<file path="src/rrt_pkg.sv">
package rrt_pkg;

   // Command codes of a request transaction
   typedef enum logic [1:0] {
      CMD_ROUTE      = 2'd0,
      CMD_REGISTER   = 2'd1,
      CMD_UNREGISTER = 2'd2,
      CMD_QUERY      = 2'd3
   } cmd_type;

   // Status codes of a response transaction
   typedef enum logic [1:0] {
      ST_OK   = 2'd0,
      ST_MISS = 2'd1,
      ST_FULL = 2'd2
   } status_type;

   localparam int unsigned OpcodeW = 16;
   localparam int unsigned ParamW  = 32;
   localparam int unsigned ParamsW = 5 * ParamW;
   localparam int unsigned KeyW    = OpcodeW + ParamsW;
   localparam int unsigned HandlerW = 8;

   // Request transaction payload
   typedef struct packed {
      cmd_type               command;
      logic [OpcodeW-1:0]    key_opcode;
      logic [ParamW-1:0]     key_param_one;
      logic [ParamW-1:0]     key_param_two;
      logic [ParamW-1:0]     key_param_three;
      logic [ParamW-1:0]     key_param_four;
      logic [ParamW-1:0]     key_param_five;
      logic [HandlerW-1:0]   handler_in;
   } req_type;

   // Response transaction payload
   typedef struct packed {
      status_type            status;
      logic [HandlerW-1:0]   handler_out;
      logic                  opcode_present;
   } rsp_type;

   // Classified job held in the queue between front and back
   typedef struct packed {
      cmd_type               command;
      logic                  one_shot;
      logic [KeyW-1:0]       key;
      logic [HandlerW-1:0]   handler;
   } job_type;

   // Queue status seen by both sides
   typedef struct packed {
      logic not_empty;
      logic full;
   } q_stat_type;

endpackage

</file>
<file path="src/request_routing_table.sv">
// Request routing table: maps a key (16-bit operation code plus five 32-bit
// parameters) to an 8-bit handler id, with route, register, unregister and
// query commands. A command is taken when start is high and busy is low;
// busy only rises when the two-deep command queue is full. Each command
// yields exactly one response, shown for a single cycle with rsp_valid, and
// the receiver cannot stall it. The table engine works one command at a
// time, in order through queue pop, parallel key compare across all
// entries, match/free-slot encode with handler read, and update and
// response, and pops the next queued command only after that update. The
// table is empty after reset with no clearing pass.
module request_routing_table #(
   parameter int unsigned TABLE_ENTRIES   = 16,
   parameter int unsigned ONE_SHOT_CODE_A = 4109,
   parameter int unsigned ONE_SHOT_CODE_B = 4124
) (
   input  logic             clock,
   input  logic             reset,
   input  logic             start,
   output logic             busy,
   input  rrt_pkg::req_type req_data,
   output logic             rsp_valid,
   output rrt_pkg::rsp_type rsp_data
);
   import rrt_pkg::*;

   q_stat_type q_stat;
   job_type    push_job, head_job;
   logic       push, pop;

   rrt_front #(
      .ONE_SHOT_CODE_A(ONE_SHOT_CODE_A),
      .ONE_SHOT_CODE_B(ONE_SHOT_CODE_B)
   ) u_front (
      .start   (start),
      .req_data(req_data),
      .q_stat  (q_stat),
      .busy    (busy),
      .push    (push),
      .job     (push_job)
   );

   rrt_queue u_queue (
      .clock   (clock),
      .reset   (reset),
      .push    (push),
      .push_job(push_job),
      .pop     (pop),
      .head_job(head_job),
      .q_stat  (q_stat)
   );

   rrt_back #(
      .TABLE_ENTRIES(TABLE_ENTRIES)
   ) u_back (
      .clock    (clock),
      .reset    (reset),
      .q_stat   (q_stat),
      .head_job (head_job),
      .pop      (pop),
      .rsp_valid(rsp_valid),
      .rsp_data (rsp_data)
   );

endmodule

</file>
<file path="src/rrt_front.sv">
module rrt_front #(
   parameter int unsigned ONE_SHOT_CODE_A = 4109,
   parameter int unsigned ONE_SHOT_CODE_B = 4124
) (
   input  logic               start,
   input  rrt_pkg::req_type   req_data,
   input  rrt_pkg::q_stat_type q_stat,
   output logic               busy,
   output logic               push,
   output rrt_pkg::job_type   job
);
   import rrt_pkg::*;

   localparam logic [OpcodeW-1:0] CodeA = OpcodeW'(ONE_SHOT_CODE_A);
   localparam logic [OpcodeW-1:0] CodeB = OpcodeW'(ONE_SHOT_CODE_B);

   // Accept whenever the queue has room
   assign busy = q_stat.full;
   assign push = start & ~q_stat.full;

   // Pack the key and flag routes that consume their entry
   always_comb begin
      job.command  = req_data.command;
      job.one_shot = (req_data.command == CMD_ROUTE) &&
                     ((req_data.key_opcode == CodeA) || (req_data.key_opcode == CodeB));
      job.key      = {req_data.key_opcode,
                      req_data.key_param_five, req_data.key_param_four,
                      req_data.key_param_three, req_data.key_param_two,
                      req_data.key_param_one};
      job.handler  = req_data.handler_in;
   end

endmodule

</file>
<file path="src/rrt_queue.sv">
module rrt_queue (
   input  logic                clock,
   input  logic                reset,
   input  logic                push,
   input  rrt_pkg::job_type    push_job,
   input  logic                pop,
   output rrt_pkg::job_type    head_job,
   output rrt_pkg::q_stat_type q_stat
);
   import rrt_pkg::*;

   // Two-slot queue
   job_type    slot_ff [2];
   logic       wr_ptr_ff, wr_ptr_in;
   logic       rd_ptr_ff, rd_ptr_in;
   logic [1:0] count_ff, count_in;
   logic       do_push, do_pop;

   assign q_stat.full      = (count_ff == 2'd2);
   assign q_stat.not_empty = (count_ff != 2'd0);
   assign do_push  = push & ~q_stat.full;
   assign do_pop   = pop & q_stat.not_empty;
   assign head_job = slot_ff[rd_ptr_ff];

   always_comb begin
      wr_ptr_in = do_push ? ~wr_ptr_ff : wr_ptr_ff;
      rd_ptr_in = do_pop ? ~rd_ptr_ff : rd_ptr_ff;
      case ({do_push, do_pop})
         2'b10:   count_in = count_ff + 2'd1;
         2'b01:   count_in = count_ff - 2'd1;
         default: count_in = count_ff;
      endcase
   end

   always_ff @(posedge clock) begin
      if (reset) begin
         wr_ptr_ff <= 1'b0;
         rd_ptr_ff <= 1'b0;
         count_ff  <= 2'd0;
      end else begin
         wr_ptr_ff <= wr_ptr_in;
         rd_ptr_ff <= rd_ptr_in;
         count_ff  <= count_in;
      end
   end

   // Payload slots, no reset
   always_ff @(posedge clock) begin
      if (do_push) begin
         slot_ff[wr_ptr_ff] <= push_job;
      end
   end

endmodule

</file>
<file path="src/rrt_back.sv">
module rrt_back #(
   parameter int unsigned TABLE_ENTRIES = 16
) (
   input  logic                clock,
   input  logic                reset,
   input  rrt_pkg::q_stat_type q_stat,
   input  rrt_pkg::job_type    head_job,
   output logic                pop,
   output logic                rsp_valid,
   output rrt_pkg::rsp_type    rsp_data
);
   import rrt_pkg::*;

   localparam int unsigned IdxW = (TABLE_ENTRIES > 1) ? $clog2(TABLE_ENTRIES) : 1;

   typedef enum logic [3:0] {
      S_IDLE = 4'b0001,
      S_CMP  = 4'b0010,
      S_SEL  = 4'b0100,
      S_DONE = 4'b1000
   } state_type;

   state_type state_ff, state_in;
   job_type   job_ff;

   // Table cells: keys in flops compared in place, handlers in a memory
   logic [TABLE_ENTRIES-1:0] valid_ff, valid_in;
   logic [KeyW-1:0]          key_ff [TABLE_ENTRIES];
   logic [HandlerW-1:0]      handler_ff [TABLE_ENTRIES];
   logic [HandlerW-1:0]      hrd_ff;

   // Compare results and selections
   logic [TABLE_ENTRIES-1:0] match_ff, opm_ff, free_ff;
   logic                     hit_ff, free_any_ff, present_ff;
   logic [IdxW-1:0]          hit_idx_ff, free_idx_ff;
   logic [IdxW-1:0]          hit_idx, free_idx;

   // Update controls
   logic                     key_we, hdl_we;
   logic [IdxW-1:0]          key_wa, hdl_wa;
   logic                     rsp_valid_ff, rsp_valid_in;
   rsp_type                  rsp_ff, rsp_in;

   assign pop       = (state_ff == S_IDLE) & q_stat.not_empty;
   assign rsp_valid = rsp_valid_ff;
   assign rsp_data  = rsp_ff;

   // Index of the single exact match, and lowest free entry
   always_comb begin
      hit_idx  = '0;
      free_idx = '0;
      for (int i = 0; i < TABLE_ENTRIES; i++) begin
         if (match_ff[i]) begin
            hit_idx = hit_idx | IdxW'(i);
         end
      end
      for (int i = TABLE_ENTRIES - 1; i >= 0; i--) begin
         if (free_ff[i]) begin
            free_idx = IdxW'(i);
         end
      end
   end

   // Sequencer and table update
   always_comb begin
      state_in     = state_ff;
      valid_in     = valid_ff;
      rsp_valid_in = 1'b0;
      rsp_in       = rsp_ff;
      key_we       = 1'b0;
      key_wa       = free_idx_ff;
      hdl_we       = 1'b0;
      hdl_wa       = hit_idx_ff;
      unique case (state_ff)
         S_IDLE: begin
            if (q_stat.not_empty) begin
               state_in = S_CMP;
            end
         end
         S_CMP: begin
            state_in = S_SEL;
         end
         S_SEL: begin
            state_in = S_DONE;
         end
         S_DONE: begin
            state_in                = S_IDLE;
            rsp_valid_in            = 1'b1;
            rsp_in.status           = ST_OK;
            rsp_in.handler_out      = '0;
            rsp_in.opcode_present   = 1'b0;
            unique case (job_ff.command)
               CMD_ROUTE: begin
                  if (hit_ff) begin
                     rsp_in.handler_out = hrd_ff;
                     if (job_ff.one_shot) begin
                        valid_in[hit_idx_ff] = 1'b0;
                     end
                  end else begin
                     rsp_in.status = ST_MISS;
                  end
               end
               CMD_REGISTER: begin
                  if (hit_ff) begin
                     hdl_we = 1'b1;
                  end else if (free_any_ff) begin
                     hdl_we                = 1'b1;
                     hdl_wa                = free_idx_ff;
                     key_we                = 1'b1;
                     valid_in[free_idx_ff] = 1'b1;
                  end else begin
                     rsp_in.status = ST_FULL;
                  end
               end
               CMD_UNREGISTER: begin
                  if (hit_ff) begin
                     valid_in[hit_idx_ff] = 1'b0;
                  end else begin
                     rsp_in.status = ST_MISS;
                  end
               end
               CMD_QUERY: begin
                  rsp_in.opcode_present = present_ff;
               end
               default: begin
                  rsp_in.status = ST_OK;
               end
            endcase
         end
         default: begin
            state_in = S_IDLE;
         end
      endcase
   end

   always_ff @(posedge clock) begin
      if (reset) begin
         state_ff     <= S_IDLE;
         valid_ff     <= '0;
         rsp_valid_ff <= 1'b0;
      end else begin
         state_ff     <= state_in;
         valid_ff     <= valid_in;
         rsp_valid_ff <= rsp_valid_in;
      end
   end

   // Datapath registers, no reset
   always_ff @(posedge clock) begin
      rsp_ff <= rsp_in;
      if (pop) begin
         job_ff <= head_job;
      end
      // Compare stage: every cell checks the key in parallel
      if (state_ff == S_CMP) begin
         for (int i = 0; i < TABLE_ENTRIES; i++) begin
            match_ff[i] <= valid_ff[i] && (key_ff[i] == job_ff.key);
            opm_ff[i]   <= valid_ff[i] &&
                           (key_ff[i][KeyW-1 -: OpcodeW] == job_ff.key[KeyW-1 -: OpcodeW]);
         end
         free_ff <= ~valid_ff;
      end
      // Select stage: encode and reduce
      if (state_ff == S_SEL) begin
         hit_ff      <= |match_ff;
         hit_idx_ff  <= hit_idx;
         free_any_ff <= |free_ff;
         free_idx_ff <= free_idx;
         present_ff  <= |opm_ff;
      end
      if (key_we) begin
         key_ff[key_wa] <= job_ff.key;
      end
   end

   // Handler memory: one read, one write port
   always_ff @(posedge clock) begin
      hrd_ff <= handler_ff[hit_idx];
      if (hdl_we) begin
         handler_ff[hdl_wa] <= job_ff.handler;
      end
   end

endmodule

</file>
<file path="config.mk">
export PLATFORM = sky130hd
export DESIGN_NAME = request_routing_table
export DESIGN_NICKNAME = d
export VERILOG_FILES = /design/src/rrt_pkg.sv /design/src/request_routing_table.sv /design/src/rrt_front.sv /design/src/rrt_queue.sv /design/src/rrt_back.sv
export SDC_FILE = /design/constraint.sdc
export NUM_CORES = 2
export LEC_CHECK = 0
export ABC_AREA = 1
export CAP_MARGIN = 20
export CORE_MARGIN = 3
export CORE_UTILIZATION = 55
export DETAILED_ROUTE_END_ITERATION = 8
export DONT_BUFFER_PORTS = 1
export GPL_ROUTABILITY_DRIVEN = 1
export PLACE_DENSITY_LB_ADDON = 0.3
export SLEW_MARGIN = 30
export SYNTH_ARGS = -nofsm -noshare
export SYNTH_HDL_FRONTEND = slang
export SYNTH_SLANG_ARGS = --single-unit
</file>
<file path="constraint.sdc">
create_clock -name clock -period 17.4 [get_ports clock]
set_input_delay 2.61 -clock clock [delete_from_list [all_inputs] [get_ports clock]]
set_output_delay 2.61 -clock clock [all_outputs]
set_load 0.1 [all_outputs]
</file>
-- Word-level counts from Yosys, hierarchy flattened
Memories as Yosys holds them, arrays and structs flattened. A register that Yosys moved wholly into a read port is not among the register bits.
Cells that the tools add are included.
Widths: inputs -> output; s select.
- bits in registers: 95
- memories kept: 3
- RAM bits: 3318
- word-level logic and storage cells: 205
- output and inout port bits: 13
- magnitude comparators: 4
- multiplexer cells: 65
- $add $sub $neg: 2
- reduce and logical (&&, ||, !) cells: 50
- equality and inequality tests: 50
- bitwise gates (word level): 11
- memory list (name ; depth ; bits a word ; read ports ; clocked after Yosys merged registers in ; write ports ; line ; text):
    u_back.key_ff ; 16 ; 176 ; 16 ; 0 ; 1 ; rrt_back.sv:28 ; logic [KeyW-1:0] key_ff [TABLE_ENTRIES];
    u_queue.slot_ff ; 2 ; 187 ; 1 ; 1 ; 1 ; rrt_queue.sv:13 ; job_type slot_ff [2];
    u_back.handler_ff ; 16 ; 8 ; 1 ; 1 ; 1 ; rrt_back.sv:29 ; logic [HandlerW-1:0] handler_ff [TABLE_ENTRIES];
- operator list (cell ; number):
    $eq 176x176->1 ; 16
    $eq 16x16->1 ; 16
    $mux 4 ; 21
    $mux 16 ; 5
    $pmux 16 s3 ; 1
    $reduce_or 16->1 ; 3
    $logic_and 1x1->1 ; 35
    $eq 16x13->1 const B ; 2
    $not 16->16 ; 2
    $mux 3 ; 8
    $mux 1 ; 19
    $and 16x16->16 ; 1
    $or 16x16->16 ; 1
    $mux 2 ; 6
    $pmux 4 s3 ; 1
    $lt 4x5->1 const B ; 2
    $ne 2x1->1 const B ; 5
    $demux 1 s4 ; 2
    $eq 2x2->1 const B ; 4
    $ge 4x1->1 const B ; 2
    $pmux 2 s2 ; 2
    $reduce_or 8->1 ; 1
    $reduce_and 7->1 ; 1
    $and 1x1->1 ; 4
    other kinds (16) ; 22

-- Logic depth before layout (Yosys ltp)
- depth in word-level cells: 15
- gate-level depth with buffers: 15
- gate-level depth less buffers: 15

-- Cells and area by module
From an unflattened synthesis, not the netlist that was laid out.
- cell total of the unflattened synthesis: 10054
- area, all modules: 149644.8 um^2
- by module, submodules not included (module ; cells an instance ; area each (um^2) ; instances):
    rrt_back ; 9221 ; 133854.6 ; 1
    rrt_queue ; 622 ; 14276.2 ; 1
    rrt_front ; 211 ; 1514.0 ; 1

-- Least setup slack after synthesis
Ideal clock, no wire load.
- path type: reg2reg
- from: reg u_back.state_ff[1]
- to: mem u_back.key_ff[14][0] in the netlist's numbering, enable pin
- stages on the path, launching flop included: 8
- required time: 16472 ps
- buffers on the path: 2
- path slack: 3302 ps
- data arrival time: 13170 ps
- cells stage by stage: dfxtp_1 inv_1 nand2_1 nor2_4 nand3_2 buf_2 buf_1 nor3_1
- word-level cells in the longest chain between the ends: 4
- RTL lines (item ; line ; text):
    from (decl) ; rrt_back.sv:23 ; state_type state_ff, state_in;
    from (signal assigned) ; rrt_back.sv:142 ; state_ff <= state_in;
    $eq 4x4->1 ; rrt_back.sv:74 ; unique case (state_ff)
    $mux 1 ; rrt_back.sv:74 ;
    $mux 1 ; rrt_back.sv:171 ; if (key_we) begin
    $mux 1 (not written as such) ; rrt_back.sv:172 ; key_ff[key_wa] <= job_ff.key;
    to (decl) ; rrt_back.sv:28 ;
No other way between the ends.

-- Worst setup path after layout
- from: in start
- to: mem u_queue.slot_ff[1][149] in the netlist's numbering, enable pin
- word-level cells in the longest chain between the ends: 4
- RTL lines (item ; line ; text):
    from (decl) ; request_routing_table.sv:18 ; input logic start,
    $and 1x1->1 ; rrt_front.sv:19 ; assign push = start & ~q_stat.full;
    $and 1x1->1 ; rrt_queue.sv:21 ; assign do_push = push & ~q_stat.full;
    $mux 1 ; rrt_queue.sv:49 ; if (do_push) begin
    $mux 1 (not written as such) ; rrt_queue.sv:50 ; slot_ff[wr_ptr_ff] <= push_job;
    to (decl) ; rrt_queue.sv:13 ;
No other way between the ends.

==> out/results.tsv <==
metric	value	unit
worst_setup_skew_after_layout	0.05954	ns
yosys_register_bits	3608	
cts.sink_count	3608	
number_of_hold_violations_in_the_final_report	0	
worst_ep_arrival_time	5.58	ns
viasPerCell	6.296	
grt_pass1_wl	655700	µm
hold_path_startpoint	u_back.valid_ff[13]	
syn-mean-instance-area	14.42	µm²
worst_pin_slew	1.094	ns
p_clk_share	26.0	%
track_usage	34.12	%
postSynthCellCount	10260	
cts_buffers	361	
synth_async_sr_flop_share	0	%
layout.cells.most_common	edfxtp_1	
violated_checks	design-rule violations	
max-vdd-ir-drop	0.1670	mV
initial_core_util	55.52	%
drcViolationCount	2	
route.detailed.wl_per_inst	33.40	µm
ys_seq_area_share	73.00	%
placementRows	189	
io_pins	202	
cts.clk_slew.worst_paths	0.06	ns
grt_overflow_total	0	
powerDensity	176.8	mW/mm²
net_count_synth	10450	
die_width	524.7	µm
postCtsSetupBuffers	0	
cts-root-to-sink-buffers	4	
die_height	524.7	µm
via_count	90580	
fp.dieArea	0.2753	mm²
slew_violations	0	
p_leak	0.05365	µW
hold_buffers	0	
combinational_power_share	34.6	%
h-tree-depth	5	
power.switching	11210	µW
post_cts.resized_instances	0	
switching_portion_of_total_power	38.58	%
synthDistinctLibCells	54	
finalWorstSetupSlack	12.31	ns
gp_congestion	1.005	
fin_util	61.69	%
clock-root-buffer	clkbuf_16	
synth_edf_count	3575	
cell_internal_pwr	17860	µW
ant_nets	0	
final_period_minus_worst_setup_slack	5.089	ns
floorplan.core_area	0.2665	mm²
nature_of_the_critical_path_endpoint	flop	
hold_path_class	flop to flop	
status	finished, violations left	
worstReg2RegStart	u_back.job_ff[186]	
timing.critical_path.required	17.89	ns
rsz0062_at_grt	false	
detailed_place.area	0.1530	mm²
dp_hpwl	304600	µm
fin_setup_tns	0	ns
whs	0.4905	ns
seq_power_share	39.4	%
place.port_buffers	0	
worst_skew_pair.late_latency	0.92	ns
max_cap_violations	0	
postLayoutCellArea	0.1644	mm²
ys_dominant_reg_cell	edfxtp_1	
criticalPathCategory	input port to flop	
final-setup-viol-count	0	
critical_path.max_fanout	72	
syn_area	0.1480	mm²
area.growth.synth_to_final	11.11	%
initial_antenna_violation_count	41	
nFillCells	19330	
first_global_vias	84570	
most-common-layout-cells	3575 x edfxtp_1, 1555 x nand2_1, 1240 x xnor2_1, 711 x xor2_1, 587 x nor2_1	
maximum_clock_frequency	0.1965	GHz
drive_above_1_share	9.511	%
max_slew_margin	26.49	%
drtIter0Drc	15610	
post_placement_setup_slack	11.37	ns
first_pass_iters	9	
synth_warnings	0	
route.final.wire_length	480500	µm
timing.critical_path.from_type	input port	
tritoncts_clock_tree	done	
post-route-period-util	29.25	%
largest_net_degree_at_the_start_of_global_routing	161	
finalNetCount	10760	
timing.critical_path.from	start	
==> worst paths after layout <==
kind / to / slack (ns) / cells past startpoint
setup reg to reg: u_back.key_ff[3][11] / 12.58 / 7
setup / recovery: u_queue.slot_ff[1][149] / 12.31 / 5
hold / removal: u_back.free_ff[13] / 0.49 / 1
hold reg to reg: u_back.free_ff[13] / 0.49 / 1
==> area by class of cell <==
class / count / area [µm²] / area share [%]
multi-input combinational: 5936 / 36390 / 22.13
clock inverter: 184 / 1627 / 0.9894
sequential: 3608 / 108000 / 65.70
inverter: 284 / 1100 / 0.6690
timing repair buffer: 376 / 3217 / 1.957
clock buffer: 452 / 9598 / 5.838
tap: 3533 / 4420 / 2.689
antenna: 14 / 35.03 / 0.02131
==> stage by stage <==
step,power (µW),cells
global route,29630,14380
finish,29070,14390
floorplan,16820,10260
detailed placement,21290,13730
global placement,21090,13730
CTS,28730,14370
==> synth_stat cells (3+ instances only) <==
| cell | count | area [µm²] |
|---|---|---|
| a211oi_1 | 39 | 292.8 |
| a21oi_1 | 33 | 165.2 |
| a221oi_1 | 16 | 140.1 |
| a22o_1 | 75 | 656.9 |
| and2_0 | 5 | 31.28 |
| and3_1 | 4 | 25.02 |
| buf_1 | 5 | 18.77 |
| buf_2 | 199 | 996.0 |
| buf_4 | 99 | 743.2 |
| buf_6 | 60 | 675.7 |
| clkbuf_1 | 62 | 232.7 |
| clkbuf_2 | 8 | 40.04 |
| dfxtp_1 | 33 | 660.6 |
| edfxtp_1 | 3575 | 107400 |
| inv_1 | 224 | 840.8 |
| inv_2 | 50 | 187.7 |
| inv_4 | 7 | 43.79 |
| nand2_1 | 1555 | 5837 |
| nand3_1 | 108 | 540.5 |
| nand3b_1 | 8 | 60.06 |
| nand4_1 | 336 | 2102 |
| nor2_1 | 591 | 2218 |
| nor3_1 | 169 | 845.8 |
| nor3b_1 | 9 | 67.56 |
| nor4_1 | 205 | 1282 |
| o2111ai_1 | 19 | 166.4 |
| o211ai_1 | 20 | 150.1 |
| o21a_1 | 3 | 22.52 |
| o21ai_0 | 468 | 2342 |
| o21ai_1 | 22 | 110.1 |
| o221ai_1 | 30 | 262.8 |
| o22ai_1 | 169 | 1057 |
| or2_1 | 7 | 43.79 |
| or2_2 | 71 | 444.2 |
| xnor2_1 | 1241 | 10870 |
| xor2_1 | 711 | 6227 |
==> power groups by stage <==
| stage | registers [µW] | logic (µW) | clock network, µW |
|---|---|---|---|
| after floorplan | 12100 | 4730 | 0 |
| after global placement | 11600 | 9470 | 0 |
| after detailed placement | 11600 | 9660 | 0 |
| after CTS | 11500 | 9700 | 7570 |
| after global routing | 11500 | 10200 | 7920 |
| final | 11500 | 10100 | 7550 |
==> critical path, stage by stage <==
cell and delay (ns):
o21ai_0 0.29, nor2_4 0.17, buf_4 0.74, buf_4 0.75
buf_4 0.81
==> logic make-up (layout without fill, tap and decap cells) <==
family,after synthesis,in the layout,synth area share [%]
flops,3608,3608,73.00
fa+ha+maj,1,1,0.008455
other cells,0,14,0
xor+xnor,1952,1952,11.55
compound gates,904,904,3.693
buf+inv,717,1296,2.562
simple gates,3079,3079,9.182
==> routing by layer <==
metal  GRT usage (%)  part of all wire, %  vias to the layer above
li1                -                    -                    37530
met1           45.91                   35                    45130
met2           49.74                   43                     6673
met3           9.895                   14                     1239
met4           19.90                  7.1                       12
met5               0                0.016                        -
==> flip-flops by register name (all words and copies together) (netlist names), 8 cells and up <==
name               cells
u_back.key_ff       2816
u_queue.slot_ff      374
u_back.job_ff        187
u_back.handler_ff    128
u_back.free_ff        16
u_back.match_ff       16
u_back.opm_ff         16
u_back.valid_ff       16
u_back.rsp_data       11
u_back.hrd_ff          8
(Power assumes the default switching activity.)
